===== src/hw/rtl/pit_pkg.sv =====
// Shared types, constants and command/status structs for the process id table.
`timescale 1ns / 1ps

package pit_pkg;

    localparam int PID_W     = 15;
    localparam int STAT_W    = 32;
    localparam int SLOTS_DEF = 128;
    localparam int PID_LOW   = 2;
    localparam int PID_HIGH  = 32767;
    localparam int BOOT_ID   = 1;
    localparam int NO_ID     = 0;

    localparam logic [STAT_W-1:0] ST_INIT = 32'h0000_baad;

    typedef enum logic [2:0] {
        MODE_ALLOC   = 3'd0,
        MODE_UNALLOC = 3'd1,
        MODE_DETACH  = 3'd2,
        MODE_EXIT    = 3'd3,
        MODE_JOIN    = 3'd4,
        MODE_ISPAR   = 3'd5
    } mode_t;

    typedef enum logic [2:0] {
        OC_OK     = 3'd0,
        OC_FULL   = 3'd1,
        OC_NOSUCH = 3'd2,
        OC_INVAL  = 3'd3,
        OC_DEADLK = 3'd4,
        OC_BLOCK  = 3'd5
    } outcome_t;

    typedef enum logic [1:0] {
        SEL_KEY   = 2'd0,
        SEL_CAND  = 2'd1,
        SEL_SWEEP = 2'd2
    } addr_sel_t;

    typedef enum logic [2:0] {
        WR_INIT   = 3'd0,
        WR_ALLOC  = 3'd1,
        WR_FREE   = 3'd2,
        WR_DETACH = 3'd3,
        WR_EXIT   = 3'd4
    } wr_kind_t;

    typedef enum logic [1:0] {
        RP_NONE   = 2'd0,
        RP_CAND   = 2'd1,
        RP_TARGET = 2'd2
    } res_pid_t;

    typedef enum logic [3:0] {
        ST_CLEAR,
        ST_IDLE,
        ST_DISPATCH,
        ST_MOD,
        ST_KEY_RD,
        ST_KEY_EVAL,
        ST_SCAN_RD,
        ST_SCAN_EVAL,
        ST_SWEEP_RD,
        ST_SWEEP_EVAL,
        ST_EXIT_RD,
        ST_EXIT_EVAL,
        ST_DONE
    } state_t;

    typedef struct packed {
        logic              used;
        logic [PID_W-1:0]  id;
        logic [PID_W-1:0]  parent;
        logic              exited;
        logic [STAT_W-1:0] value;
    } entry_t;

    typedef struct packed {
        logic      load_in;
        logic      rd_en;
        addr_sel_t rd_sel;
        logic      wr_en;
        addr_sel_t wr_sel;
        wr_kind_t  wr_kind;
        logic      cnt_inc;
        logic      cnt_dec;
        logic      cand_adv;
        logic      scan_clr;
        logic      idx_clr;
        logic      idx_inc;
        logic      res_we;
        outcome_t  res_code;
        res_pid_t  res_pid;
        logic      res_stat;
        logic      res_ans;
        logic      out_load;
    } ctrl_cmd_t;

    typedef struct packed {
        mode_t mode;
        logic  mod_busy;
        logic  known;
        logic  used;
        logic  range_bad;
        logic  exited;
        logic  parent_eq_caller;
        logic  parent_noid;
        logic  parent_eq_other;
        logic  tgt_special;
        logic  caller_eq_target;
        logic  detach_all;
        logic  no_hang;
        logic  child_ok;
        logic  full;
        logic  scan_end;
        logic  idx_last;
        logic  out_free;
    } dp_status_t;

endpackage


===== src/hw/rtl/pit_ctrl.sv =====
// Controller state machine sequencing table reads, writes and the result.
`timescale 1ns / 1ps

module pit_ctrl import pit_pkg::*; (
    input  logic       aclk,
    input  logic       aresetn,
    input  logic       s_valid,
    output logic       s_ready,
    input  dp_status_t status,
    output ctrl_cmd_t  cmd
);

    state_t state_reg, state_next;

    always_ff @(posedge aclk) begin
        if (!aresetn) begin
            state_reg <= ST_CLEAR;
        end else begin
            state_reg <= state_next;
        end
    end

    always_comb begin
        state_next = state_reg;
        cmd        = '0;
        s_ready    = 1'b0;
        case (state_reg)
            ST_CLEAR: begin
                cmd.wr_en   = 1'b1;
                cmd.wr_sel  = SEL_SWEEP;
                cmd.wr_kind = WR_INIT;
                if (status.idx_last) begin
                    cmd.idx_clr = 1'b1;
                    state_next  = ST_IDLE;
                end else begin
                    cmd.idx_inc = 1'b1;
                end
            end
            ST_IDLE: begin
                s_ready = 1'b1;
                if (s_valid) begin
                    cmd.load_in = 1'b1;
                    state_next  = ST_DISPATCH;
                end
            end
            ST_DISPATCH: begin
                case (status.mode)
                    MODE_ALLOC: begin
                        if (status.full) begin
                            cmd.res_we   = 1'b1;
                            cmd.res_code = OC_FULL;
                            state_next   = ST_DONE;
                        end else begin
                            cmd.scan_clr = 1'b1;
                            state_next   = ST_SCAN_RD;
                        end
                    end
                    MODE_UNALLOC, MODE_DETACH, MODE_EXIT, MODE_JOIN, MODE_ISPAR: begin
                        state_next = ST_MOD;
                    end
                    default: begin
                        cmd.res_we   = 1'b1;
                        cmd.res_code = OC_INVAL;
                        state_next   = ST_DONE;
                    end
                endcase
            end
            ST_MOD: begin
                if (!status.mod_busy) begin
                    state_next = ST_KEY_RD;
                end
            end
            ST_KEY_RD: begin
                cmd.rd_en  = 1'b1;
                cmd.rd_sel = SEL_KEY;
                state_next = ST_KEY_EVAL;
            end
            ST_KEY_EVAL: begin
                cmd.res_we   = 1'b1;
                cmd.res_code = OC_OK;
                state_next   = ST_DONE;
                if (!status.known) begin
                    cmd.res_code = OC_NOSUCH;
                end else begin
                    case (status.mode)
                        MODE_UNALLOC: begin
                            if (status.range_bad || status.exited ||
                                    !status.parent_eq_caller) begin
                                cmd.res_code = OC_INVAL;
                            end else begin
                                cmd.wr_en   = 1'b1;
                                cmd.wr_sel  = SEL_KEY;
                                cmd.wr_kind = WR_FREE;
                                cmd.cnt_dec = 1'b1;
                            end
                        end
                        MODE_DETACH: begin
                            if (status.tgt_special) begin
                                cmd.res_code = OC_INVAL;
                            end else begin
                                cmd.wr_en   = 1'b1;
                                cmd.wr_sel  = SEL_KEY;
                                cmd.wr_kind = WR_DETACH;
                            end
                        end
                        MODE_EXIT: begin
                            cmd.res_we = 1'b0;
                            if (status.detach_all) begin
                                cmd.idx_clr = 1'b1;
                                state_next  = ST_SWEEP_RD;
                            end else begin
                                state_next = ST_EXIT_RD;
                            end
                        end
                        MODE_JOIN: begin
                            if (status.tgt_special) begin
                                cmd.res_code = OC_INVAL;
                            end else if (status.caller_eq_target) begin
                                cmd.res_code = OC_DEADLK;
                            end else if (status.parent_noid) begin
                                cmd.res_code = OC_INVAL;
                            end else if (!status.exited && !status.no_hang) begin
                                cmd.res_code = OC_BLOCK;
                            end else begin
                                cmd.res_pid  = RP_TARGET;
                                cmd.res_stat = 1'b1;
                            end
                        end
                        default: begin
                            cmd.res_ans = status.parent_eq_other;
                        end
                    endcase
                end
            end
            ST_SWEEP_RD: begin
                cmd.rd_en  = 1'b1;
                cmd.rd_sel = SEL_SWEEP;
                state_next = ST_SWEEP_EVAL;
            end
            ST_SWEEP_EVAL: begin
                if (status.child_ok) begin
                    cmd.wr_en   = 1'b1;
                    cmd.wr_sel  = SEL_SWEEP;
                    cmd.wr_kind = WR_DETACH;
                end
                if (status.idx_last) begin
                    state_next = ST_EXIT_RD;
                end else begin
                    cmd.idx_inc = 1'b1;
                    state_next  = ST_SWEEP_RD;
                end
            end
            ST_EXIT_RD: begin
                cmd.rd_en  = 1'b1;
                cmd.rd_sel = SEL_KEY;
                state_next = ST_EXIT_EVAL;
            end
            ST_EXIT_EVAL: begin
                cmd.wr_en    = 1'b1;
                cmd.wr_sel   = SEL_KEY;
                cmd.res_we   = 1'b1;
                cmd.res_code = OC_OK;
                if (status.parent_noid) begin
                    cmd.wr_kind = WR_FREE;
                    cmd.cnt_dec = 1'b1;
                end else begin
                    cmd.wr_kind = WR_EXIT;
                end
                state_next = ST_DONE;
            end
            ST_SCAN_RD: begin
                if (status.scan_end) begin
                    cmd.res_we   = 1'b1;
                    cmd.res_code = OC_FULL;
                    state_next   = ST_DONE;
                end else begin
                    cmd.rd_en  = 1'b1;
                    cmd.rd_sel = SEL_CAND;
                    state_next = ST_SCAN_EVAL;
                end
            end
            ST_SCAN_EVAL: begin
                cmd.cand_adv = 1'b1;
                if (status.used) begin
                    state_next = ST_SCAN_RD;
                end else begin
                    cmd.wr_en    = 1'b1;
                    cmd.wr_sel   = SEL_CAND;
                    cmd.wr_kind  = WR_ALLOC;
                    cmd.cnt_inc  = 1'b1;
                    cmd.res_we   = 1'b1;
                    cmd.res_code = OC_OK;
                    cmd.res_pid  = RP_CAND;
                    state_next   = ST_DONE;
                end
            end
            ST_DONE: begin
                if (status.out_free) begin
                    cmd.out_load = 1'b1;
                    state_next   = ST_IDLE;
                end
            end
            default: begin
                state_next = ST_IDLE;
            end
        endcase
    end

endmodule


===== config.mk =====
export PLATFORM = sky130hd
export DESIGN_NAME = pit_ctrl
export DESIGN_NICKNAME = d
export VERILOG_FILES = /design/src/hw/rtl/pit_pkg.sv /design/src/hw/rtl/pit_ctrl.sv
export SDC_FILE = /design/constraint.sdc
export NUM_CORES = 1
export LEC_CHECK = 0
export ABC_CLOCK_PERIOD_IN_PS = 1900
export BUFFER_PORTS_ARGS = -buffer_cell sky130_fd_sc_hd__buf_2
export CORE_MARGIN = 2
export CORE_UTILIZATION = 44
export DETAILED_ROUTE_END_ITERATION = 6
export PLACE_DENSITY = 0.8
export SLEW_MARGIN = 0
export SYNTH_ARGS = -nofsm -noshare
export SYNTH_HDL_FRONTEND = slang
export SYNTH_SLANG_ARGS = --single-unit

===== constraint.sdc =====
create_clock -name aclk -period 1.9 [get_ports aclk]
set_input_delay 0.38 -clock aclk [delete_from_list [all_inputs] [get_ports aclk]]
set_output_delay 0.38 -clock aclk [all_outputs]
set_load 0.02 [all_outputs]

---- Word-level counts from Yosys, hierarchy flattened ----
Cells that the tools add are included.
word-level totals
  flip-flop bits (word level) ............. 4
  word-level logic and storage cells ...... 104
cells by class
  equality and inequality tests ........... 21
  multiplexer cells ....................... 69
  reduce and logical (&&, ||, !) cells .... 13
operators by type and width
  cell                                                  count
  case mux 4 bit (13 select lines)                      1
  2-to-1 mux 3 bit                                      14
  2-to-1 mux 4 bit                                      10
  2-to-1 mux 6 bit                                      5
  case mux 6 bit (5 select lines)                       1
  2-to-1 mux 1 bit                                      23
  equality test 4 bit (second input constant)           5
  case mux 4 bit (5 select lines)                       1
  case mux 3 bit (3 select lines)                       2
  equality test 4 x 3 -> 1 bit (second input constant)  4
  case mux 4 bit (2 select lines)                       2
  case mux 6 bit (2 select lines)                       1
  2-to-1 mux 2 bit                                      5
  equality test 4 x 2 -> 1 bit (second input constant)  2
  != test 2 bit (second input constant)                 4
  2-to-1 mux 7 bit                                      1
  equality test 3 x 2 -> 1 bit (second input constant)  2
  equality test 3 bit (second input constant)           2
  OR reduction 5 bit                                    1
  equality test 4 x 1 -> 1 bit (second input constant)  1
  logical NOT 4 bit                                     1
  case mux 1 bit (2 select lines)                       2
  case mux 2 bit (2 select lines)                       1
  AND reduction 4 bit                                   1
  7 further kinds                                       11

---- Logic depth before layout (Yosys ltp) ----
  depth in word-level cells ............... 9
  gate-level depth with buffers ........... 6

---- Least setup slack after synthesis ----
No wires, ideal clock.
  path kind ............................... reg-to-output
  start point ............................. register state_reg[1]
  end point ............................... output cmd[2] (netlist name)
  arrival ................................. 1608 ps
  data required time ...................... 1520 ps
  slack ................................... -88 ps
  stages on the path, launching flop included .. 6
  path through ............................ dfxtp_1 nor2_1 nand4_1 nor2_1 nand3_1 nor4_1
RTL lines
  element                 RTL line        source
  from (decl)             pit_ctrl.sv:13  state_t state_reg, state_next;
  from (signal assigned)  pit_ctrl.sv:19  state_reg <= state_next;
  to (decl)               pit_ctrl.sv:10  output ctrl_cmd_t cmd

==> results.md <==
* DRC at 0
* Violated checks: negative setup slack
* Cell-internal power at 0.0003412 W
* Hold path depth at 2
* Vias in the first global route at 1295
* Sequential Power Share at 16.0%
* Dpl cell area at 1297 um2
* PwrDens at 394.0 nW/um2
* RSZ-0062 raised after global routing: yes
* Clk buf depth at 2
* All-layer global routing usage at about 29%
* R2R setup slack at 230 ps
* First-pass DRT Iterations at 5
* Startpoint Class: input pin
* Fin Setup TNS at -706.6 ps
* FP Rows at 16
* # fillers at 115
* Reg-to-reg endpoint: state_reg[2]
* DRT antenna net count at 0
* TritonCTS Buffers at 3
* Max-Cap Viols at 0
* Slew margin rel. at 72.28%
* Netlist cell types at 45
* DP Worst Slack at -165.1 ps
* Fmax at 0.4918 GHz
* Req. time, crit path at about 1500 ps
* Die ar. at 2363 um2
* Max reg flops at 4
* CTS H-Tree Depth at 1
* Start of the worst register-to-register path: state_reg[1]
* Synth area leaders: dfxtp_1 9.1%, nor2_1 7.7%, nor3_1 7.4%, nand2_1 5.6%, a21oi_1 5.1%
* Nets at between 200 and 250
* Placed cell count at ~230
* Syn Area/Cell at 6.125 um2
* Post-synth EDFFs at 0
* I/O pin cnt at between 40 and 50
* Mapped Cells at roughly 140
* Vias at 1448
* Global route overflow at 0
* Most frequent cells after synthesis: 18 x nor2_1, 13 x nand2_1, 13 x nor3_1, 9 x a21oi_1
* Setup CP Type: input pin to output port
* Vias per Instance at between 6 and 7
* Port bufs at 48
* Initial antenna violation count at 0
* Share of cells above drive strength 1 at 54.46%
* Switching share of total power at ~45%
* Most used standard cell by instance count after synthesis: nor2_1
* Crit path largest cell delay at 400 ps
* ANT cells at 0
* Share of the synthesized area in the top cell type at under 10%
* Hold WS at 406.8 ps
* DR iter-0 viols at 55
* Synth Warn # at 0
* Area grow syn2layout at 79.71%
* Clock sink total at 4
* Worst Reg-to-Reg Cells at 7
* Worst path buffer plus inverter count at 2
* Synth Net Count at roughly 170
* NetSw at between 0.0002 and 0.0003 W
* Min Clock Period, post-route at 2033 ps
* Dominant cell type by area after synthesis: dfxtp_1
* Slew Limit Fails at 0
* Final wirelength at between 3000 and 4000 um
* Chip Width at 48.62 um
* Final Cell Area at 1574 um2
* Clk_lat worst skew at 240 ps
* Worst-margin pin slew at 412.2 ps
* Reg clk slew, reported paths at 40 ps
* Power share of the clock group at roughly 18%
* LEAKAGE at 0.7023 nW
* Non-filler cells, final at 240
* Routed len/inst at 16.02 um
* Combinational fraction of design power at 66.2%
* Post-detail-place hpwl at ~2500 um
* Crit-path max FO at 3
* Status: finished with violations
* Synthesized area at 875.8 um2
* Worst Hold End: state_reg[0]
* Post-synth ARST share at 0%
* Peak supply drop at ~0.3 mV
* Crit-path cells: buf_6 > or3_4 > nand2_4 > a31oi_1 > or3_4 > o31ai_4 > buf_6
* DIE HEIGHT at approximately 49 um
* GPL Wtd Cong at 0.9138
* Critical Path Slowest Stage Cell: or3_4
* #FFs+latches synth at 4
* Final Hold Viols at 0
* Final worst-path cycle share at 107.0%
* Hold Crit Start: aresetn
* CTS tree: built
* Synth Flop Type: dfxtp_1
* Clock Skew at 5.697 ps
* Setup violators final at 8
* Starting Density at a little under half
* First-pass GRT wire length at roughly 5500 um
* Crit. End Element: output port
* Tightest Hold Check Type: input pin to flip-flop
* Clk root buf: clkbuf_4
* Setup slack after layout at -133.4 ps
* Top Family by Delay on Critical Path: simple AND/OR/NAND/NOR gates
* Total core area at 1922 um2
* Post-synthesis sequential area ratio at ~9.1%
* Crit path DAT at 1650 ps
* Largest net degree at the start of global routing at 18
## repair_timing
| action | CTS | global route |
|---|---|---|
| buffers inserted | 2 | 2 |
| setup endpoints to repair | 14 | 14 |
| pin swaps | 3 | 8 |
| gates resized for setup | 34 | 26 |
| hold buffers | 0 | 0 |
## cell usage in the layout (no fill, tap or decap), types with 2 or more instances in the layout
master	Yosys	layout
nand2_1	13	11
nand3_1	7	6
buf_4	3	28
buf_6	1	13
o21a_1	2	2
o22ai_1	3	2
a21oi_2	1	2
nand2b_4	0	2
nand2_2	0	2
nand2b_1	5	2
or3_4	2	3
dfxtp_4	0	2
clkbuf_4	0	3
o32ai_1	2	2
nor3_1	13	10
nor4_1	5	3
inv_1	7	6
a31oi_1	3	3
nor2_1	18	13
a21oi_1	9	8
dfxtp_2	0	2
o21ai_0	7	5
buf_2	5	36
o31ai_1	3	2
nor2_4	0	3
or3b_4	0	2
nand4_1	2	2
nor2b_1	3	3
and3_1	2	2
nor2_2	0	2
nor3_2	0	2
## through the flow
step / utilization [%] / power (W)
after detailed placement: 67.51 / 0.0004369
after global placement: 67.51 / 0.0004268
final: 81.90 / 0.0006201
after global routing: 81.90 / 0.0006578
after floorplan: - / 0.0002953
after CTS: 75.78 / 0.0005826
## cells by family (layout without fill, tap and decap cells)
logic type      Yosys count  after routing  share of synthesized area (%)
compound gates           42             42                          32.43
xor+xnor                  1              1                          1.000
buf+inv                  18             88                          10.57
flops                     4              4                          9.143
simple gates             78             78                          46.86
## power by group through the flow
stage	logic [W]	clock network, W	registers (W)
final	0.000410	0.000110	0.0000995
after global routing	0.000436	0.000122	0.0000997
after CTS	0.000376	0.000108	0.0000990
after detailed placement	0.000338	0	0.0000986
after global placement	0.000328	0	0.0000992
after floorplan	0.000198	0	0.0000975
## worst max path at each step
stage | startpoint | endpoint | slack (ps) | cells after the start
global route | state_reg[1] | cmd[4] | -200 | 6
finish | status[17] | cmd[5] | -130 | 7
global placement | status[18] | cmd[5] | -130 | 7
floorplan | state_reg[1] | cmd[2] | -90 | 5
CTS | state_reg[1] | cmd[4] | -140 | 6
detailed placement | status[18] | cmd[5] | -170 | 7
## layout make-up
cell class | count | area, um2 | area share (%)
Clock buffer | 3 | 22.52 | 1.431
Inverter | 7 | 26.28 | 1.669
Multi-Input combinational cell | 121 | 844.6 | 53.66
Sequential cell | 4 | 90.09 | 5.723
Tap cell | 27 | 33.78 | 2.146
Timing Repair Buffer | 78 | 556.8 | 35.37
## routing by layer
layer / share of wire, % / global-route usage [%] / up-vias
met3: 5.6 / 4.630 / 18
met2: 51 / 56.39 / 83
li1: - / - / 678
met4: 4.6 / 10.95 / 0
met1: 38 / 30.38 / 669
met5: 0 / 0 / -
Note: power is estimated with default switching activity, not from simulation.
